--- src/hw/rtl/pdm_pkg.sv ---
package pdm_pkg;

    // image geometry default
    localparam int SIDE_DEFAULT = 1024;

    // field widths
    localparam int COORD_W    = 16;
    localparam int GAIN_XY_W  = 24;
    localparam int GAIN_Z_W   = 32;
    localparam int DEPTH_W    = 16;
    localparam int PIX_W      = 10;
    localparam int CFG_IDX_W  = 3;
    localparam int CFG_DATA_W = 32;

    // register indexes
    localparam logic [CFG_IDX_W-1:0] CFG_CROP_MIN_X = 3'd0;
    localparam logic [CFG_IDX_W-1:0] CFG_CROP_MAX_X = 3'd1;
    localparam logic [CFG_IDX_W-1:0] CFG_CROP_MIN_Y = 3'd2;
    localparam logic [CFG_IDX_W-1:0] CFG_CROP_MAX_Y = 3'd3;
    localparam logic [CFG_IDX_W-1:0] CFG_CROP_MIN_Z = 3'd4;
    localparam logic [CFG_IDX_W-1:0] CFG_GAIN_X     = 3'd5;
    localparam logic [CFG_IDX_W-1:0] CFG_GAIN_Y     = 3'd6;
    localparam logic [CFG_IDX_W-1:0] CFG_GAIN_Z     = 3'd7;

    // register reset values
    localparam logic signed [COORD_W-1:0] RST_CROP_MIN_X = -16'sd5000;
    localparam logic signed [COORD_W-1:0] RST_CROP_MAX_X = 16'sd5000;
    localparam logic signed [COORD_W-1:0] RST_CROP_MIN_Y = -16'sd5000;
    localparam logic signed [COORD_W-1:0] RST_CROP_MAX_Y = 16'sd5000;
    localparam logic signed [COORD_W-1:0] RST_CROP_MIN_Z = 16'sd0;
    localparam logic [GAIN_XY_W-1:0]      RST_GAIN_X     = 24'd6711;
    localparam logic [GAIN_XY_W-1:0]      RST_GAIN_Y     = 24'd6711;
    localparam logic [GAIN_Z_W-1:0]       RST_GAIN_Z     = 32'd429496;

    // signed 16-bit integer depth saturation limits
    localparam logic signed [DEPTH_W-1:0] DEPTH_MAX = 16'sh7FFF;
    localparam logic signed [DEPTH_W-1:0] DEPTH_MIN = 16'sh8000;

    // configuration register set
    typedef struct packed {
        logic signed [COORD_W-1:0] min_x;
        logic signed [COORD_W-1:0] max_x;
        logic signed [COORD_W-1:0] min_y;
        logic signed [COORD_W-1:0] max_y;
        logic signed [COORD_W-1:0] min_z;
        logic [GAIN_XY_W-1:0]      gain_x;
        logic [GAIN_XY_W-1:0]      gain_y;
        logic [GAIN_Z_W-1:0]       gain_z;
    } t_cfg;

    // stage enables from the sequencer
    typedef struct packed {
        logic load;
        logic mul;
        logic rd;
    } t_stage_ctl;

    // projection result handed to write-back
    typedef struct packed {
        logic                      cmd;
        logic                      view;
        logic                      rd_ok;
        logic [PIX_W-1:0]          row;
        logic [PIX_W-1:0]          col;
        logic signed [DEPTH_W-1:0] depth;
    } t_proj_res;

endpackage

--- src/hw/rtl/pdm_project.sv ---
module pdm_project
    import pdm_pkg::*;
#(
    parameter int IMAGE_SIDE = SIDE_DEFAULT
) (
    input  logic                      i_clk,
    input  t_cfg                      i_cfg,
    input  t_stage_ctl                i_ctl,
    input  logic                      i_cmd,
    input  logic                      i_point_valid,
    input  logic signed [COORD_W-1:0] i_x_mm,
    input  logic signed [COORD_W-1:0] i_y_mm,
    input  logic signed [COORD_W-1:0] i_z_mm,
    input  logic [PIX_W-1:0]          i_read_row,
    input  logic [PIX_W-1:0]          i_read_col,
    output logic [$clog2(IMAGE_SIDE*IMAGE_SIDE)-1:0] o_rd_addr,
    output logic [$clog2(IMAGE_SIDE*IMAGE_SIDE)-1:0] o_wr_addr,
    output t_proj_res                 o_res
);

    localparam int IDX_W = $clog2(IMAGE_SIDE);
    localparam int AW    = $clog2(IMAGE_SIDE * IMAGE_SIDE);
    localparam int PX_W  = GAIN_XY_W + COORD_W;
    localparam int PZ_W  = GAIN_Z_W + COORD_W;

    // load stage: crop test and offsets
    logic                      in_crop;
    logic [COORD_W:0]          dx17, dy17, dz17, dz_mag17;

    logic                      r_cmd, r_inside, r_dz_neg;
    logic [COORD_W-1:0]        r_dx, r_dy, r_dz_mag;
    logic [PIX_W-1:0]          r_rrow, r_rcol;

    // multiply stage
    logic [PX_W-1:0]           r_px, r_py;
    logic [PZ_W-1:0]           r_pz;

    // address stage
    logic [GAIN_XY_W-1:0]      col_full, row_full;
    logic [GAIN_Z_W-1:0]       q;
    logic                      in_img, view, rd_ok;
    logic signed [DEPTH_W-1:0] d_sat;
    logic [31:0]               rrow32, rcol32;
    logic [IDX_W-1:0]          row_idx, col_idx;
    logic [AW-1:0]             addr;

    logic [AW-1:0]             r_addr;
    t_proj_res                 r_res;

    assign in_crop = i_point_valid &&
                     (i_x_mm >= i_cfg.min_x) && (i_x_mm <= i_cfg.max_x) &&
                     (i_y_mm >= i_cfg.min_y) && (i_y_mm <= i_cfg.max_y);

    assign dx17     = {i_x_mm[COORD_W-1], i_x_mm} - {i_cfg.min_x[COORD_W-1], i_cfg.min_x};
    assign dy17     = {i_y_mm[COORD_W-1], i_y_mm} - {i_cfg.min_y[COORD_W-1], i_cfg.min_y};
    assign dz17     = {i_z_mm[COORD_W-1], i_z_mm} - {i_cfg.min_z[COORD_W-1], i_cfg.min_z};
    assign dz_mag17 = dz17[COORD_W] ? ((COORD_W+1)'(0) - dz17) : dz17;

    // capture the transfer
    always_ff @(posedge i_clk) begin
        if (i_ctl.load) begin
            r_cmd    <= i_cmd;
            r_inside <= in_crop;
            r_dx     <= dx17[COORD_W-1:0];
            r_dy     <= dy17[COORD_W-1:0];
            r_dz_neg <= dz17[COORD_W];
            r_dz_mag <= dz_mag17[COORD_W-1:0];
            r_rrow   <= i_read_row;
            r_rcol   <= i_read_col;
        end
    end

    // scale by the gains
    always_ff @(posedge i_clk) begin
        if (i_ctl.mul) begin
            r_px <= PX_W'(i_cfg.gain_x) * PX_W'(r_dx);
            r_py <= PX_W'(i_cfg.gain_y) * PX_W'(r_dy);
            r_pz <= PZ_W'(i_cfg.gain_z) * PZ_W'(r_dz_mag);
        end
    end

    // drop the fraction, range check, saturate depth
    assign col_full = r_px[PX_W-1:16];
    assign row_full = r_py[PX_W-1:16];
    assign q        = r_pz[PZ_W-1:16];
    assign in_img   = (col_full < GAIN_XY_W'(IMAGE_SIDE)) &&
                      (row_full < GAIN_XY_W'(IMAGE_SIDE));
    assign view     = !r_cmd && r_inside && in_img;

    always_comb begin
        if (r_dz_neg) begin
            d_sat = (q >= 32'd32768) ? DEPTH_MIN : (16'd0 - {1'b0, q[14:0]});
        end else begin
            d_sat = (q >= 32'd32767) ? DEPTH_MAX : q[DEPTH_W-1:0];
        end
    end

    // pixel address for either command
    assign rrow32 = 32'(r_rrow);
    assign rcol32 = 32'(r_rcol);
    assign rd_ok  = (rrow32 < IMAGE_SIDE) && (rcol32 < IMAGE_SIDE);

    always_comb begin
        if (r_cmd) begin
            row_idx = rrow32[IDX_W-1:0];
            col_idx = rcol32[IDX_W-1:0];
        end else begin
            row_idx = row_full[IDX_W-1:0];
            col_idx = col_full[IDX_W-1:0];
        end
    end

    assign addr = AW'(row_idx) * AW'(IMAGE_SIDE) + AW'(col_idx);

    always_ff @(posedge i_clk) begin
        if (i_ctl.rd) begin
            r_addr      <= addr;
            r_res.cmd   <= r_cmd;
            r_res.view  <= view;
            r_res.rd_ok <= rd_ok;
            if (r_cmd) begin
                r_res.row <= r_rrow;
                r_res.col <= r_rcol;
            end else if (view) begin
                r_res.row <= row_full[PIX_W-1:0];
                r_res.col <= col_full[PIX_W-1:0];
            end else begin
                r_res.row <= '0;
                r_res.col <= '0;
            end
            r_res.depth <= view ? d_sat : '0;
        end
    end

    assign o_rd_addr = addr;
    assign o_wr_addr = r_addr;
    assign o_res     = r_res;

endmodule

--- config.mk ---
export PLATFORM = sky130hd
export DESIGN_NAME = pdm_project
export DESIGN_NICKNAME = d
export VERILOG_FILES = /design/src/hw/rtl/pdm_pkg.sv /design/src/hw/rtl/pdm_project.sv
export SDC_FILE = /design/constraint.sdc
export NUM_CORES = 2
export LEC_CHECK = 0
export BUFFER_PORTS_ARGS = -buffer_cell sky130_fd_sc_hd__buf_2
export CORE_ASPECT_RATIO = 1.5
export CORE_UTILIZATION = 65
export CTS_CLUSTER_SIZE = 14
export DETAILED_ROUTE_END_ITERATION = 6
export GPL_TIMING_DRIVEN = 1
export PLACE_DENSITY = 0.85
export SETUP_SLACK_MARGIN = 0.15
export SYNTH_ARGS = -nofsm -noshare
export SYNTH_HDL_FRONTEND = slang
export SYNTH_SLANG_ARGS = --single-unit
--- constraint.sdc ---
create_clock -name i_clk -period 11.85 [get_ports i_clk]
set_clock_uncertainty 0.15 [all_clocks]
set_input_delay 2.37 -clock i_clk [delete_from_list [all_inputs] [get_ports i_clk]]
set_output_delay 2.37 -clock i_clk [all_outputs]
set_load 0.02 [all_outputs]
After elaboration in Yosys (flattened, before gate mapping). Cells that the tools add are included.

Register bits: 258. Input port bits: 234. Output and inout port bits: 79.

$add $sub $neg: 6. $mul: 3. $lt $le $gt $ge: 10. Multiplexer cells: 8. Reduce and logical (&&, ||, !) cells: 9.

Operator list (count): $mul A24 B16 Y40 (2); $mux W16 (4); $lt A24 B11 Y1 const B (2); $mul A32 B16 Y48 (1); $mux W20 (2); $ge A16 B16 Y1 (2); $ge A32 B15 Y1 const B (1); $ge A32 B16 Y1 const B (1); $le A16 B16 Y1 (2); $sub A16 B16 Y16 (2); $lt A10 B11 Y1 const B (2); $add A20 B10 Y20 (1); $mux W10 (2); $sub A16 B16 Y17 (1); $sub A1 B15 Y16 const A (1); $sub A1 B16 Y16 const A (1); $logic_and A1 B1 Y1 (8); $logic_not A1 Y1 (1).

Longest topological paths before layout.
Word-level depth: 5. Gate-level depth with buffers: 25. Depth with buffers taken out: 24.

Least setup slack after synthesis. OpenSTA, ideal clock, no wires.

Path kind: input to register. From: input i_cfg[69] (netlist bit). To: register r_px[28], data pin. Library setup time: 0.265 ns. Arrival: 8.166 ns. Setup slack: 3.269 ns. Stages: 24. Buffers on the path: 1. Cells stage by stage: clkbuf_1 > nand2_1 > fa_1 > inv_1 > fa_1 > inv_1 > fa_1 > inv_1 > fa_1 > fa_1 > inv_1 > fa_1 > inv_1 > ha_1 > a211oi_1 > o211ai_1 > a32oi_1 > nand2_1 > a21oi_1 > o21ai_0 > or4_1 > a31oi_1 > o21ai_0 > xor2_1.

Word-level cells in the longest chain between the ends: 1.

RTL lines: start: declaration (line pdm_project.sv:7) `input t_cfg i_cfg,`; $mul A24 B16 Y40 (line pdm_project.sv:76) `r_px <= PX_W'(i_cfg.gain_x) * PX_W'(r_dx);`; end signal: assignment (line pdm_project.sv:76); end: declaration (line pdm_project.sv:35) `logic [PX_W-1:0] r_px, r_py;`.

No other way between the ends. A chain may end at the register's enable or synchronous reset.

Worst setup path after layout. Same ends and word-level chain as after synthesis.

==> impl_metrics.tcl <==
set metrics [dict create \
    status "completed" \
    wirelength_um 128000 \
    drt-pass1-iter-count 6 \
    synthCells 5290 \
    min_period_ns 8.93 \
    rr_worst_depth 23 \
    setup_violations 0 \
    cts_sinks 209 \
    grtUsageTotal 0.353 \
    io_buffers 311 \
    crit_fanout 16 \
    wl_per_cell_um 19.7 \
    tritoncts "done" \
    totalNegativeSetupSlack_ns 0 \
    hold_start "r_rcol[4]" \
    fin_ws_ns 2.92 \
    r2r-start "r_dx[4]" \
    antenna_found_initial 3 \
    cts_resized 0 \
    grt_max_degree 79 \
    synth_nets 6972 \
    cts-root-buf "clkbuf_16" \
    n_fill_cell 5502 \
    start_util 0.657 \
    area_growth_pct 6.30 \
    ys.flop_type "edfxtp_1" \
    gp_congestion 0.975 \
    final_layout_size_suffix_gt1_frac 0.0728 \
    relSlewSlack 0.189 \
    worst_hold_slack_ns 0.474 \
    synthArstFlopShare 0 \
    critPathKind "in -> reg" \
    rsz0062_at_grt "no" \
    grt_pass1_wl_um 209000 \
    drv_slew 0 \
    ant_nets 0 \
    chipWidth_um 227 \
    htree_levels 1 \
    timing.reg2reg.setup_slack_ns 4.04 \
    dpl.hpwl_um 100000 \
    max_slew.worst_pin.slew_ns 1.22 \
    synth_seq_area_share 0.128 \
    hold_path_class "reg -> reg" \
    synth_cell_types 70 \
    final_nets 7134 \
    synthesis.area_um2 49200 \
    ys_warn_count 0 \
    startpoint_type "primary input" \
    drc 0 \
    cts_buffers 25 \
    dieArea_um2 76800 \
    synth_edf_count 209 \
    hold_depth 2 \
    cp-end-kind "register" \
    r2r-end "r_px[28]" \
    min_to "o_wr_addr[4]" \
    hold_viol 0 \
    holdBufCountCts 0 \
    clkLatencyLatePin_ns 0.58 \
    grt_pass1_vias 41800 \
    cts.path.max_buffers 3 \
    clk_pin_slew_ns 0.06 \
    first_iter_violations 2452 \
    arrival_ns 9.08 \
    ys_ff_latch 209 \
    post_cts_buffers 0 \
    max_cap_viol_count 0 \
    fmax_mhz 112 \
    placementRows 123 \
    dp.cells 6425 \
    dr_total_vias 37500 \
    design.core.area_um2 74900 \
    crit_required_ns 12.00 \
    via_per_inst 5.79 \
    period_share 0.753 \
    die_h_um 339 \
    finalNonFillerCells 6471 \
    gr-total-overflow 0 \
    syn_area_per_cell_um2 9.30 \
    io-pin-count 313 \
    dpl_worst_slack_ns 2.50 \
]
registers in the layout (all words and copies together) (netlist names):
signal     cells
r_cmd          1
r_pz          32
r_dy          16
r_dz_mag      16
o_wr_addr     20
r_inside       1
r_px          24
r_rrow        10
o_res         38
r_py          24
r_dx          16
r_dz_neg       1
r_rcol        10
how the worst max path moves through the flow:
stage	startpoint	cells past startpoint	slack, ns	endpoint
6_report	i_cfg[69]	24	2.92	r_px[28]
5_1_grt	i_cfg[69]	24	2.62	r_px[28]
4_1_cts	i_cfg[69]	24	3.07	r_px[28]
3_5_place_dp	i_cfg[69]	24	2.50	r_px[28]
3_3_place_gp	i_cfg[66]	24	2.69	r_px[28]
2_1_floorplan	i_cfg[69]	24	3.27	r_px[28]
synthesized netlist by cell type (all sizes together), types with 3 or more instances:
master / number / area (um^2)
inv: 1258 / 4720
fa: 1030 / 20600
nand2: 822 / 3090
and2: 532 / 3330
ha: 418 / 5230
edfxtp: 209 / 6280
clkbuf: 204 / 766
a21oi: 114 / 571
nor2: 109 / 409
o21ai: 93 / 465
xnor2: 76 / 666
a21o: 50 / 375
xor2: 45 / 394
nand4: 32 / 200
a21boi: 31 / 233
nor3: 31 / 166
nand3: 26 / 130
nor2b: 26 / 163
or3: 18 / 123
nor4: 14 / 103
o211ai: 13 / 97.6
a211oi: 12 / 95.1
o21a: 12 / 90.1
o21bai: 12 / 90.1
a31oi: 11 / 68.8
and3: 10 / 62.6
nand2b: 10 / 62.6
or2: 7 / 43.8
a221oi: 6 / 58.8
o31ai: 5 / 37.5
nand4b: 4 / 35.0
o31a: 4 / 35.0
a2111oi: 3 / 26.3
a311oi: 3 / 26.3
nor3b: 3 / 22.5
or4: 3 / 22.5
layer usage:
metal  vias to the layer above  share of wire  track usage
li1                      16100              -            -
met1                     18700           0.32        0.386
met2                      1992           0.50        0.602
met3                       671          0.090       0.0715
met4                         4          0.086        0.257
met5                         -        0.00016      0.00129
metrics by stage:
step                      utilization  instance area [um^2]
after floorplan                     -                 49200
after global placement          0.687                 51500
after detailed placement        0.687                 51500
after CTS                       0.698                 52300
after global routing            0.698                 52300
final                           0.698                 52300
worst max-delay path: stages:
cell,delay (ns)
buf_2,0.25
nand2_1,0.12
fa_1,0.56
inv_1,0.06
fa_1,0.54
inv_1,0.06
fa_1,0.49
inv_1,0.05
fa_1,0.48
fa_1,0.50
inv_1,0.05
fa_1,0.47
inv_1,0.05
ha_1,0.32
a211oi_1,0.27
o211ai_1,0.14
a32oi_1,0.46
nand2_1,0.24
a21oi_1,0.31
o21ai_0,0.20
or4_1,0.47
a31oi_1,0.28
o21ai_0,0.15
xor2_1,0.16
cells by family (layout without fill, tap and decap cells):
family / count (synthesis) / after routing / synth area share
simple gates: 1654 / 1654 / 0.163
buf+inv: 1463 / 1643 / 0.112
fa+ha+maj: 1448 / 1448 / 0.525
compound gates: 391 / 391 / 0.0505
flops: 209 / 209 / 0.128
xor+xnor: 121 / 121 / 0.0215
mux: 3 / 3 / 0.000661
other cells: 1 / 2 / 0.0000762
final cells by class:
class / instances / area, um^2 / area share
Tap cell: 1000 / 1250 / 0.0239
Clock buffer: 29 / 641 / 0.0122
Timing Repair Buffer: 340 / 1780 / 0.0341
Inverter: 1258 / 4720 / 0.0903
Antenna cell: 1 / 2.50 / 0.0000478
Clock inverter: 16 / 199 / 0.00380
Sequential cell: 209 / 6280 / 0.120
Multi-Input combinational cell: 3618 / 37400 / 0.716
cell usage in the layout, fill, tap and decap left out, types with 45 or more instances in the layout:
master and count:
nor2_1 109, xnor2_1 76, a21oi_1 114, a21o_1 50, nand2_1 822, buf_2 308
fa_1 1030, edfxtp_1 209, inv_1 1258, xor2_1 45, ha_1 418, o21ai_0 90
and2_1 532
Power is not shown: default switching activity piles up to over one toggle a cycle in this logic, so the estimate is an artifact.
